[src/design/edc_pkg.sv]
package edc_pkg;

  localparam int QUEUE_DEPTH_DEF = 16;

  localparam int ROW_W      = 4;
  localparam int FLOOR_W    = 2;
  localparam int CFG_W      = 10;
  localparam int CFG_IDX_W  = 2;
  localparam int INTERVAL_W = 10;
  localparam int PHASE_W    = 9;
  localparam int DOOR_MS_W  = 11;
  localparam int MOVE_MS_W  = 16;
  localparam int TRIP_W     = 8;
  localparam int WAIT_W     = 5;
  // Wide enough for the fill count at the largest supported queue depth.
  localparam int FILL_EXT_W = 7;

  localparam logic [INTERVAL_W-1:0] FAST_RST  = 10'd100;
  localparam logic [INTERVAL_W-1:0] SLOW_RST  = 10'd300;
  localparam logic [PHASE_W-1:0]    PHASE_RST = 9'd400;

  localparam logic [DOOR_MS_W-1:0] DOOR_MS_MAX = 11'h7FF;
  localparam logic [MOVE_MS_W-1:0] MOVE_MS_MAX = 16'hFFFF;
  localparam logic [ROW_W-1:0]     ROW_MAX     = 4'd12;

  localparam logic [CFG_IDX_W-1:0] CFG_FAST  = 2'd0;
  localparam logic [CFG_IDX_W-1:0] CFG_SLOW  = 2'd1;
  localparam logic [CFG_IDX_W-1:0] CFG_PHASE = 2'd2;

  localparam logic OP_TICK    = 1'b0;
  localparam logic OP_REQUEST = 1'b1;

  localparam logic [1:0] REQ_NONE   = 2'd0;
  localparam logic [1:0] REQ_ACCEPT = 2'd1;
  localparam logic [1:0] REQ_SAME   = 2'd2;
  localparam logic [1:0] REQ_FULL   = 2'd3;

  localparam logic [1:0] HEAD_STOP = 2'd0;
  localparam logic [1:0] HEAD_UP   = 2'd1;
  localparam logic [1:0] HEAD_DOWN = 2'd2;

  localparam logic [1:0] DOOR_IDLE    = 2'd0;
  localparam logic [1:0] DOOR_CLOSED  = 2'd1;
  localparam logic [1:0] DOOR_OPEN    = 2'd2;
  localparam logic [1:0] DOOR_CLOSING = 2'd3;

  typedef struct packed {
    logic               opcode;
    logic [FLOOR_W-1:0] origin_floor;
    logic [FLOOR_W-1:0] target_floor;
    logic               slow_select;
  } in_item_t;

  typedef struct packed {
    logic [ROW_W-1:0]   car_row;
    logic [FLOOR_W-1:0] car_floor;
    logic [1:0]         heading;
    logic [1:0]         door_phase;
    logic               serving;
    logic               drop_stage;
    logic [WAIT_W-1:0]  waiting_count;
    logic [1:0]         request_status;
    logic               arrival_event;
    logic [TRIP_W-1:0]  floors_loaded;
    logic [TRIP_W-1:0]  floors_empty;
  } out_item_t;

  typedef struct packed {
    logic               push;
    logic               pop;
    logic [FLOOR_W-1:0] origin;
    logic [FLOOR_W-1:0] target;
  } q_ctrl_t;

  typedef struct packed {
    logic                  empty;
    logic                  full;
    logic [FILL_EXT_W-1:0] fill;
    logic [FLOOR_W-1:0]    head_origin;
    logic [FLOOR_W-1:0]    head_target;
  } q_stat_t;

  function automatic logic [ROW_W-1:0] row_of(input logic [FLOOR_W-1:0] floor_idx);
    row_of = {floor_idx, 2'b00};
  endfunction

endpackage

[src/design/edc_queue.sv]
module edc_queue #(
  parameter int DEPTH = edc_pkg::QUEUE_DEPTH_DEF
) (
  input  logic             clk,
  input  logic             rst_n,
  input  edc_pkg::q_ctrl_t ctrl,
  output edc_pkg::q_stat_t stat
);

  localparam int PTR_W   = (DEPTH > 1) ? $clog2(DEPTH) : 1;
  localparam int CNT_W   = $clog2(DEPTH + 1);
  localparam int ENTRY_W = 2 * edc_pkg::FLOOR_W;

  logic [PTR_W-1:0]   head_r, head_nxt;
  logic [PTR_W-1:0]   tail_r, tail_nxt;
  logic [CNT_W-1:0]   cnt_r, cnt_nxt;
  logic [ENTRY_W-1:0] mem [DEPTH];
  logic [ENTRY_W-1:0] rd_r;
  logic [ENTRY_W-1:0] wr_data;

  assign wr_data = {ctrl.origin, ctrl.target};

  always_comb begin
    head_nxt = head_r;
    tail_nxt = tail_r;
    cnt_nxt  = cnt_r;
    if (ctrl.pop) begin
      head_nxt = (head_r == PTR_W'(DEPTH - 1)) ? '0 : head_r + PTR_W'(1);
      cnt_nxt  = cnt_r - CNT_W'(1);
    end
    if (ctrl.push) begin
      tail_nxt = (tail_r == PTR_W'(DEPTH - 1)) ? '0 : tail_r + PTR_W'(1);
      cnt_nxt  = cnt_r + CNT_W'(1);
    end
  end

  always_ff @(posedge clk) begin
    if (!rst_n) begin
      head_r <= '0;
      tail_r <= '0;
      cnt_r  <= '0;
    end else begin
      head_r <= head_nxt;
      tail_r <= tail_nxt;
      cnt_r  <= cnt_nxt;
    end
  end

  // The read port follows the next head, so rd_r always holds the entry at
  // the head; a write into that very slot is forwarded.
  always_ff @(posedge clk) begin
    if (ctrl.push) begin
      mem[tail_r] <= wr_data;
    end
    if (ctrl.push && (tail_r == head_nxt)) begin
      rd_r <= wr_data;
    end else begin
      rd_r <= mem[head_nxt];
    end
  end

  assign stat.empty       = (cnt_r == '0);
  assign stat.full        = (cnt_r == CNT_W'(DEPTH));
  assign stat.fill        = edc_pkg::FILL_EXT_W'(cnt_r);
  assign stat.head_origin = rd_r[ENTRY_W-1:edc_pkg::FLOOR_W];
  assign stat.head_target = rd_r[edc_pkg::FLOOR_W-1:0];

`ifndef ASSERT_OFF
  a_cnt_bound: assert property (@(posedge clk) disable iff (!rst_n)
    cnt_r <= CNT_W'(DEPTH))
    else $error("queue count exceeds depth");

  a_no_pop_empty: assert property (@(posedge clk) disable iff (!rst_n)
    ctrl.pop |-> (cnt_r != '0))
    else $error("pop from empty queue");

  a_no_push_full: assert property (@(posedge clk) disable iff (!rst_n)
    ctrl.push |-> !(ctrl.pop) && (cnt_r != CNT_W'(DEPTH)))
    else $error("push into full queue or together with pop");
`endif

endmodule

[src/design/edc_car.sv]
module edc_car (
  input  logic                           clk,
  input  logic                           rst_n,
  input  logic                           cfg_we,
  input  logic [edc_pkg::CFG_IDX_W-1:0]  cfg_addr,
  input  logic [edc_pkg::CFG_W-1:0]      cfg_wdata,
  input  logic                           fire,
  input  edc_pkg::in_item_t              item,
  input  edc_pkg::q_stat_t               q_stat,
  output edc_pkg::q_ctrl_t               q_ctrl,
  output edc_pkg::out_item_t             result
);

  logic [edc_pkg::INTERVAL_W-1:0] fast_r, slow_r;
  logic [edc_pkg::PHASE_W-1:0]    phase_len_r;

  logic [edc_pkg::ROW_W-1:0]     row_r, row_nxt;
  logic [edc_pkg::ROW_W-1:0]     target_r, target_nxt;
  logic [edc_pkg::ROW_W-1:0]     drop_r, drop_nxt;
  logic                          busy_r, busy_nxt;
  logic                          stage_r, stage_nxt;
  logic                          door_busy_r, door_busy_nxt;
  logic [edc_pkg::DOOR_MS_W-1:0] door_ms_r, door_ms_nxt;
  logic [edc_pkg::MOVE_MS_W-1:0] move_ms_r, move_ms_nxt;
  logic [edc_pkg::FLOOR_W-1:0]   last_floor_r, last_floor_nxt;
  logic [edc_pkg::TRIP_W-1:0]    loaded_r, loaded_nxt;
  logic [edc_pkg::TRIP_W-1:0]    empty_r, empty_nxt;

  logic [edc_pkg::DOOR_MS_W-1:0] len_1x, len_2x, len_3x;
  logic [edc_pkg::MOVE_MS_W-1:0] move_inc;
  logic [edc_pkg::MOVE_MS_W-1:0] interval;
  logic [1:0]                    status;
  logic                          arrived;
  logic [1:0]                    heading;
  logic [1:0]                    door_phase;

  assign len_1x = edc_pkg::DOOR_MS_W'(phase_len_r);
  assign len_2x = {1'b0, phase_len_r, 1'b0};
  assign len_3x = len_2x + len_1x;

  assign move_inc = (move_ms_r != edc_pkg::MOVE_MS_MAX) ?
                    move_ms_r + edc_pkg::MOVE_MS_W'(1) : move_ms_r;
  assign interval = edc_pkg::MOVE_MS_W'(item.slow_select ? slow_r : fast_r);

  always_comb begin
    row_nxt        = row_r;
    target_nxt     = target_r;
    drop_nxt       = drop_r;
    busy_nxt       = busy_r;
    stage_nxt      = stage_r;
    door_busy_nxt  = door_busy_r;
    door_ms_nxt    = door_ms_r;
    move_ms_nxt    = move_ms_r;
    last_floor_nxt = last_floor_r;
    loaded_nxt     = loaded_r;
    empty_nxt      = empty_r;
    q_ctrl         = '0;
    q_ctrl.origin  = item.origin_floor;
    q_ctrl.target  = item.target_floor;
    status         = edc_pkg::REQ_NONE;
    arrived        = 1'b0;

    if (item.opcode == edc_pkg::OP_REQUEST) begin
      if (item.origin_floor == item.target_floor) begin
        status = edc_pkg::REQ_SAME;
      end else if (q_stat.full) begin
        status = edc_pkg::REQ_FULL;
      end else begin
        status      = edc_pkg::REQ_ACCEPT;
        q_ctrl.push = fire;
      end
    end else begin
      if (door_busy_r) begin
        if (door_ms_r != edc_pkg::DOOR_MS_MAX) begin
          door_ms_nxt = door_ms_r + edc_pkg::DOOR_MS_W'(1);
        end
        if (door_ms_nxt >= len_3x) begin
          door_busy_nxt = 1'b0;
        end
      end
      if (!busy_r && !q_stat.empty) begin
        target_nxt = edc_pkg::row_of(q_stat.head_origin);
        drop_nxt   = edc_pkg::row_of(q_stat.head_target);
        busy_nxt   = 1'b1;
        stage_nxt  = 1'b0;
      end
      // Arrival: the pick-up pops the queue and retargets; the drop-off ends service.
      if (!door_busy_nxt && busy_nxt && (row_r == target_nxt)) begin
        arrived       = 1'b1;
        door_busy_nxt = 1'b1;
        door_ms_nxt   = '0;
        if (!stage_nxt) begin
          q_ctrl.pop = fire;
          target_nxt = drop_nxt;
          stage_nxt  = 1'b1;
        end else begin
          busy_nxt = 1'b0;
        end
      end
      move_ms_nxt = move_inc;
      if (!door_busy_nxt && (move_inc > interval)) begin
        if (target_nxt > row_r) begin
          row_nxt = row_r + edc_pkg::ROW_W'(1);
        end else if (target_nxt < row_r) begin
          row_nxt = row_r - edc_pkg::ROW_W'(1);
        end
        if (row_nxt[edc_pkg::ROW_W-1:2] != last_floor_r) begin
          if (stage_nxt) begin
            loaded_nxt = loaded_r + edc_pkg::TRIP_W'(1);
          end else begin
            empty_nxt = empty_r + edc_pkg::TRIP_W'(1);
          end
          last_floor_nxt = row_nxt[edc_pkg::ROW_W-1:2];
        end
        move_ms_nxt = '0;
      end
    end
  end

  always_comb begin
    if (target_nxt > row_nxt) begin
      heading = edc_pkg::HEAD_UP;
    end else if (target_nxt < row_nxt) begin
      heading = edc_pkg::HEAD_DOWN;
    end else begin
      heading = edc_pkg::HEAD_STOP;
    end
    if (!door_busy_nxt) begin
      door_phase = edc_pkg::DOOR_IDLE;
    end else if (door_ms_nxt < len_1x) begin
      door_phase = edc_pkg::DOOR_CLOSED;
    end else if (door_ms_nxt < len_2x) begin
      door_phase = edc_pkg::DOOR_OPEN;
    end else begin
      door_phase = edc_pkg::DOOR_CLOSING;
    end
  end

  assign result.car_row        = row_nxt;
  assign result.car_floor      = row_nxt[edc_pkg::ROW_W-1:2];
  assign result.heading        = heading;
  assign result.door_phase     = door_phase;
  assign result.serving        = busy_nxt;
  assign result.drop_stage     = stage_nxt;
  assign result.waiting_count  = q_stat.fill[edc_pkg::WAIT_W-1:0] +
                                 edc_pkg::WAIT_W'(q_ctrl.push) -
                                 edc_pkg::WAIT_W'(q_ctrl.pop);
  assign result.request_status = status;
  assign result.arrival_event  = arrived;
  assign result.floors_loaded  = loaded_nxt;
  assign result.floors_empty   = empty_nxt;

  always_ff @(posedge clk) begin
    if (!rst_n) begin
      fast_r       <= edc_pkg::FAST_RST;
      slow_r       <= edc_pkg::SLOW_RST;
      phase_len_r  <= edc_pkg::PHASE_RST;
      row_r        <= '0;
      target_r     <= '0;
      drop_r       <= '0;
      busy_r       <= 1'b0;
      stage_r      <= 1'b0;
      door_busy_r  <= 1'b0;
      door_ms_r    <= '0;
      move_ms_r    <= '0;
      last_floor_r <= '0;
      loaded_r     <= '0;
      empty_r      <= '0;
    end else begin
      if (cfg_we) begin
        unique case (cfg_addr)
          edc_pkg::CFG_FAST:  fast_r      <= cfg_wdata;
          edc_pkg::CFG_SLOW:  slow_r      <= cfg_wdata;
          edc_pkg::CFG_PHASE: phase_len_r <= cfg_wdata[edc_pkg::PHASE_W-1:0];
          default: ;
        endcase
      end
      if (fire) begin
        row_r        <= row_nxt;
        target_r     <= target_nxt;
        drop_r       <= drop_nxt;
        busy_r       <= busy_nxt;
        stage_r      <= stage_nxt;
        door_busy_r  <= door_busy_nxt;
        door_ms_r    <= door_ms_nxt;
        move_ms_r    <= move_ms_nxt;
        last_floor_r <= last_floor_nxt;
        loaded_r     <= loaded_nxt;
        empty_r      <= empty_nxt;
      end
    end
  end

`ifndef ASSERT_OFF
  a_row_range: assert property (@(posedge clk) disable iff (!rst_n)
    row_r <= edc_pkg::ROW_MAX)
    else $error("car row beyond top floor");

  a_arrive_door: assert property (@(posedge clk) disable iff (!rst_n)
    (fire && arrived) |=> door_busy_r && (door_ms_r == '0))
    else $error("arrival did not start the door timer");

  a_done_at_target: assert property (@(posedge clk) disable iff (!rst_n)
    (stage_r && !busy_r) |-> (target_r == row_r))
    else $error("car left its target after drop-off");
`endif

endmodule

[src/design/elevator_fifo_dispatch_controller_top.sv]
// Path: an accepted input beat waits in the input register; when it fires, the car and
// queue pointers update and the result goes into the result register.
// Throughput: one item per clock unless out_stall holds the result register.
// Reset (synchronous, rst_n low): car, door, counters and queue pointers clear and the
// intervals return to 100, 300 and 400 ms. Queue contents are not cleared.
module elevator_fifo_dispatch_controller_top #(
  parameter int QUEUE_DEPTH = edc_pkg::QUEUE_DEPTH_DEF
) (
  input  logic                          clk,
  input  logic                          rst_n,
  input  logic                          in_valid,
  output logic                          in_stall,
  input  edc_pkg::in_item_t             in_item,
  output logic                          out_valid,
  input  logic                          out_stall,
  output edc_pkg::out_item_t            out_item,
  input  logic                          cfg_we,
  input  logic [edc_pkg::CFG_IDX_W-1:0] cfg_addr,
  input  logic [edc_pkg::CFG_W-1:0]     cfg_wdata
);

  logic               in_valid_r;
  edc_pkg::in_item_t  in_item_r;
  logic               out_valid_r;
  edc_pkg::out_item_t out_item_r;
  logic               fire;
  logic               in_accept;
  edc_pkg::q_ctrl_t   q_ctrl;
  edc_pkg::q_stat_t   q_stat;
  edc_pkg::out_item_t result;

  // The held beat executes when the result register is empty or being drained.
  assign fire      = in_valid_r && (!out_valid_r || !out_stall);
  assign in_stall  = in_valid_r && !fire;
  assign in_accept = in_valid && !in_stall;

  always_ff @(posedge clk) begin
    if (!rst_n) begin
      in_valid_r  <= 1'b0;
      out_valid_r <= 1'b0;
    end else begin
      if (in_accept) begin
        in_valid_r <= 1'b1;
      end else if (fire) begin
        in_valid_r <= 1'b0;
      end
      if (fire) begin
        out_valid_r <= 1'b1;
      end else if (!out_stall) begin
        out_valid_r <= 1'b0;
      end
    end
  end

  always_ff @(posedge clk) begin
    if (in_accept) begin
      in_item_r <= in_item;
    end
    if (fire) begin
      out_item_r <= result;
    end
  end

  edc_queue #(
    .DEPTH (QUEUE_DEPTH)
  ) u_queue (
    .clk   (clk),
    .rst_n (rst_n),
    .ctrl  (q_ctrl),
    .stat  (q_stat)
  );

  edc_car u_car (
    .clk       (clk),
    .rst_n     (rst_n),
    .cfg_we    (cfg_we),
    .cfg_addr  (cfg_addr),
    .cfg_wdata (cfg_wdata),
    .fire      (fire),
    .item      (in_item_r),
    .q_stat    (q_stat),
    .q_ctrl    (q_ctrl),
    .result    (result)
  );

  assign out_valid = out_valid_r;
  assign out_item  = out_item_r;

endmodule
[config.mk]
export PLATFORM = sky130hd
export DESIGN_NAME = elevator_fifo_dispatch_controller_top
export DESIGN_NICKNAME = d
export VERILOG_FILES = /design/src/design/edc_pkg.sv /design/src/design/edc_queue.sv /design/src/design/edc_car.sv /design/src/design/elevator_fifo_dispatch_controller_top.sv
export SDC_FILE = /design/constraint.sdc
export NUM_CORES = 1
export LEC_CHECK = 0
export BUFFER_PORTS_ARGS = -buffer_cell sky130_fd_sc_hd__buf_2
export CELL_PAD_IN_SITES_DETAIL_PLACEMENT = 0
export CELL_PAD_IN_SITES_GLOBAL_PLACEMENT = 1
export CORE_ASPECT_RATIO = 1.4
export CORE_MARGIN = 2
export CORE_UTILIZATION = 33
export CTS_BUF_LIST = sky130_fd_sc_hd__clkbuf_8
export CTS_CLUSTER_DIAMETER = 100
export DETAILED_ROUTE_END_ITERATION = 8
export GPL_ROUTABILITY_DRIVEN = 0
export PLACE_DENSITY_LB_ADDON = 0.08
export SLEW_MARGIN = 25
export SYNTH_ARGS = -nofsm -noshare
export SYNTH_HDL_FRONTEND = slang
export SYNTH_SLANG_ARGS = --single-unit
[constraint.sdc]
create_clock -name clk -period 7.32 [get_ports clk]
set_clock_uncertainty 0.1 [all_clocks]
set_input_delay 0.732 -clock clk [delete_from_list [all_inputs] [get_ports clk]]
set_output_delay 0.732 -clock clk [all_outputs]
set_load 0.1 [all_outputs]
* Word level (Yosys, flattened, before mapping)
Memory sizes are Yosys's and may differ from the RTL's. A register that Yosys moved wholly into a read port is not among the register bits.
Index checks and enable logic that the tools add are counted.
** Operators by class
- Add/subtract/negate cells :: 13
- $lt $le $gt $ge :: 8
- Equal/unequal tests :: 11
- Muxes and demuxes :: 69
- Bitwise logic cells :: 2
- Reduce and logical (&&, ||, !) cells :: 27
** Operators with widths (number)
- 11-bit 2-to-1 mux :: 6
- 4-bit 2-to-1 mux :: 16
- 8-bit 2-to-1 mux :: 8
- 16-bit 2-to-1 mux :: 2
- 1-bit 2-to-1 mux :: 31
- 16-bit by 1-bit adder with 16-bit output (second input constant) :: 1
- 8-bit by 1-bit adder with 8-bit output (second input constant) :: 2
- 16-bit greater-than comparator :: 1
- 16-bit inequality test (second input constant) :: 1
- 4-bit by 1-bit adder with 4-bit output (second input constant) :: 3
- 10-bit by 9-bit adder with 11-bit output :: 1
- 11-bit by 1-bit adder with 11-bit output (second input constant) :: 1
- 11-bit greater-or-equal comparator :: 1
- 11-bit by 10-bit less-than comparator with 1-bit output :: 1
- 11-bit by 9-bit less-than comparator with 1-bit output :: 1
- 11-bit inequality test (second input constant) :: 1
- 10-bit 2-to-1 mux :: 1
- 5-bit 2-to-1 mux :: 2
- 4-bit == test (second input constant) :: 2
- 4-bit greater-than comparator :: 2
- 1-bit logical NOT :: 8
- 4-bit less-than comparator :: 2
- 2-bit AND reduction :: 4
- 1-bit logical AND :: 7
- 20 further kinds :: 25
** Word-level totals
- Register bits after elaboration :: 146
- RAM bits :: 64
- Input port bits :: 23
- Output and inout bits :: 38
- Logic and storage cells :: 167
- Memories kept :: 1
** Memories
- u_queue.mem :: depth 16, width 4, read ports 1, clocked after Yosys merged registers in 1, write ports 1, line edc_queue.sv:17 : logic [ENTRY_W-1:0] mem [DEPTH];

* Longest topological paths before layout
- Word-level depth :: 22
- Gate-level depth with buffers :: 32
- Mapped depth without buffers :: 32

* Hierarchy
From an unflattened synthesis, not the netlist that was laid out.
** Second synthesis, totals
- Cell total of the unflattened synthesis :: 1133
- Area, all modules :: 11573.6 um2
** Modules (own cells, without submodules)
- edc_car :: instances 1, cells each 868, area each 6780.3 um2
- edc_queue :: instances 1, cells each 215, area each 3448.3 um2
- elevator_fifo_dispatch_controller_top :: instances 1, cells each 50, area each 1345.0 um2

* Worst setup path before layout
No wires, ideal clock.
- Path kind :: register to register
- Start :: register u_car.door_ms_r[2] in the netlist's numbering
- End :: register out_item_r, in the netlist out_item[11] (data pin)
- Library setup time :: 0.266 ns
- Data arrival time :: 6.587 ns
- Required time :: 6.954 ns
- Path slack :: 0.367 ns
- Cell stages (with the launch flop) :: 26
- Path buffers :: 3
- Period minus slack after synthesis :: 6.953 ns
- Path through :: dfxtp_1 > clkbuf_1 > nand4_1 > nor3_1 > nand2_1 > clkbuf_1 > nand4_1 > xnor2_1 > ha_1 > a21o_1 > a221o_1 > a221o_1 > a41oi_1 > a2111oi_2 > a22o_1 > a221oi_1 > inv_1 > ha_1 > nand2_1 > o21ai_1 > mux2i_1 > xnor3_1 > o221ai_4 > buf_2 > nor3_1 > xor2_1
** RTL lines
- start: declaration :: line edc_car.sv:23 : logic [edc_pkg::DOOR_MS_W-1:0] door_ms_r, door_ms_nxt;
- start signal: assignment :: line edc_car.sv:185 : door_ms_r <= door_ms_nxt;
- end signal: assignment :: line elevator_fifo_dispatch_controller_top.sv:60 : out_item_r <= result;
- end: declaration :: line elevator_fifo_dispatch_controller_top.sv:25 : edc_pkg::out_item_t out_item_r;

==> reports/metrics.cfg <==
[pwr]
power.density_nw_per_um2=228
power.total_mw=3.04
ir_worst_vdd_mv=0.124
p_comb_share_pct=20.2
p_seq_share_pct=43.0
internal-power_mw=2.06
p_sw_share_pct=32.3
leakage_nw=5.18
switching_power_mw=0.984
pwr-share-clk_pct=36.9

[worst_setup_path]
r2r-start=u_car.door_ms_r[0]
critPathRequiredTime_ns=7.53
start_kind=flop
worst_setup_path_end_kind=flop
worst-r2r-setup-slack_ns=0.54
arrival_ns=6.99
ff2ff_path_depth=26
crit_type=flop to flop
cp-startpoint=u_car.door_ms_r[0]
critPathMaxFanout=16
endpoint=out_item[9]
r2r_end=out_item[9]

[timing]
slew_headroom_pct=34.2
fin_crit_ns=6.78
drv_slew=0
hold_viol=0
rsz0062_at_grt=false
max_freq_mhz=147
worst_slew_pin_slew_ns=0.986
post-route-period-util_pct=92.7
setup-violations-final=0
tns_ns=0

[route]
wirelength_um=31100
drtPass1Iterations=5
wire_per_inst_um=18.0
vias=8850
avgViaCountPerCell=5.12
drcViolationCount=0
drtAntennaViolNets=0
drtIter0Drc=495

[die]
io_pins=61
die_area_um2=37300
die_h_um=228
core-area_um2=35100
initial_core_util_pct=33.6
rows=81
die_w_um=164

[clocking]
htreeDepth=2
cts_setup_buffers=0
cts.sinks=212
clk_pin_slew_ns=0.06
clk_latency_ns=0.58
cts_root_buf=clkbuf_8
clockBufferDepth=3
cts_tree=done
cts_inserted_buffers=40
postCtsHoldBufs=0
cts_resized=0

[synth]
synth.largest_area_cell=edfxtp_1
synthFlopType=dfxtp_1
synth_top_area_share_pct=26.5
ys_ff_latch=212
synth_area_leaders=edfxtp_1, dfxtp_1, ha_1, nand2_1, mux2i_1
synth_edf_count=104
seq_area_frac_synth_pct=44.9
ys_async_sr_fraction_pct=0
synth_commonest_cells=nand2_1, dfxtp_1, edfxtp_1, nor2_1, ha_1
yosys_warnings=0
synth_most_common_cell=nand2_1
mappedNetlistArea_um2=11800
synth_cell_types=82
synth_nets=1273
syn-mean-instance-area_um2=10.0
synthCells=1174

[grt]
first_global_vias=8716
grt_max_degree=42
grt_usage_pct=17.1
grt_pass1_wl_um=49600
globalRouteOverflowTotal=0
antenna_found_initial=0

[place]
port-buffer-count=60
dp.cells=1654
hpwl_um=21900

[run_status]
status=completed

[final_layout]
final_cells=1728
final_layout_size_suffix_gt1_share_pct=14.9
multiInputGateArea_um2=6030
diodes=0
final_util_pct=38.0
fill_cells=3607
area_delta_synth_final_pct=13.1
seqCellArea_um2=5290
final_nets=1339

[hold_path]
hp-class=primary input to flop

[flow_run]
maxCapViolations=0

[cell families after synthesis]
family	count (synthesis)	share of synthesized area, %
buffers and inverters	113	3.97
DFF	212	44.9
xor gates and xnor gates	63	4.92
muxes	67	7.35
and+or+nand+nor	413	17.5
adders and majority gates	76	8.26
AOI/OAI and AO/OA	230	13.1
[worst min-delay path by stage]
stage               startpoint         endpoint  depth (start not counted)
2_1_floorplan  u_car.slow_r[0]  u_car.slow_r[0]                          2
3_3_place_gp   u_car.slow_r[0]  u_car.slow_r[0]                          2
3_5_place_dp   u_car.fast_r[8]  u_car.fast_r[8]                          2
4_1_cts             in_item[5]     in_item_r[5]                          1
5_1_grt             in_item[5]     in_item_r[5]                          1
6_report            in_item[5]     in_item_r[5]                          1
[state kept, by name, summed over array words and instances (netlist names), 4 cells and up, named ones only]
signal / cells
u_car.door_ms_r: 11
in_item_r: 6
u_car.loaded_r: 8
u_car.drop_r: 4
u_car.phase_len_r: 9
u_queue.head_r: 4
u_car.row_r: 4
u_car.target_r: 4
u_queue.mem: 64
out_item: 34
u_queue.tail_r: 4
u_car.fast_r: 10
u_car.move_ms_r: 16
u_car.empty_r: 8
u_queue.cnt_r: 5
u_car.slow_r: 10
[metal layers]
| metal | track usage, % | routed length [um] | vias up |
|---|---|---|---|
| met2 | 30.2 | 15600 | 164 |
| met4 | 5.35 | 756 | 0 |
| met3 | 2.99 | 1190 | 47 |
| li1 | - | - | 4429 |
| met5 | 0 | 0 | - |
| met1 | 21.3 | 13500 | 4210 |
[cells in the final DEF, fill, tap and decap left out, types with 18 or more instances in the layout]
cell and count:
a21oi_1 68, buf_2 60, buf_4 24, clkbuf_8 44, dfxtp_1 108, edfxtp_1 104, ha_1 73, inv_1 69
mux2i_1 40, nand2_1 138, nand2b_1 18, nand3_1 41, nand4_1 21, nor2_1 78, nor3_1 30, o21ai_0 47
xnor2_1 30, xor2_1 31
[power groups by stage]
| stage | clock (mW) | sequential, mW | combinational [mW] |
|---|---|---|---|
| floorplan | 0 | 1.42 | 0.376 |
| CTS | 1.17 | 1.31 | 0.620 |
| detailed placement | 0 | 1.33 | 0.617 |
| global placement | 0 | 1.33 | 0.616 |
| finish | 1.12 | 1.31 | 0.613 |
| global route | 1.23 | 1.31 | 0.672 |
[critical path: stages, from the launching register on]
cell	delay (ns)
dfxtp_1	0.49
ha_1	0.28
inv_1	0.11
nor3_1	0.19
buf_4	0.16
nand2_1	0.05
buf_4	0.19
nand4_1	0.13
xnor2_1	0.14
ha_1	0.26
a21o_1	0.16
a221o_1	0.32
a221o_1	0.30
a41oi_1	0.21
buf_4	0.22
a2111oi_2	0.14
a22o_1	0.23
a221oi_1	0.36
inv_1	0.09
ha_1	0.32
nand2_1	0.08
o21ai_1	0.33
mux2i_1	0.33
xnor3_1	0.37
o221ai_4	0.54
nor2_1	0.14
mux2_2	0.30
[stage by stage]
stage / setup slack [ns] / hold slack, ns / cell area [um2]
after floorplan: 0.367 / 0.333 / 11800
after global placement: 0.621 / 0.340 / 12600
after detailed placement: 0.542 / 0.346 / 12600
after CTS: 0.496 / 0.185 / 13300
after global routing: 0.00992 / 0.201 / 13300
final: 0.535 / 0.237 / 13300
[final cells by class]
| class | instances | area share, % |
|---|---|---|
| sequential | 212 | 39.6 |
| inverter | 53 | 1.49 |
| clock buffer | 44 | 4.54 |
| timing repair buffer | 84 | 3.60 |
| multi-input combinational | 849 | 45.3 |
| tap | 456 | 4.28 |
| clock inverter | 30 | 1.18 |
No activity file was read; power rests on OpenSTA's default activity.
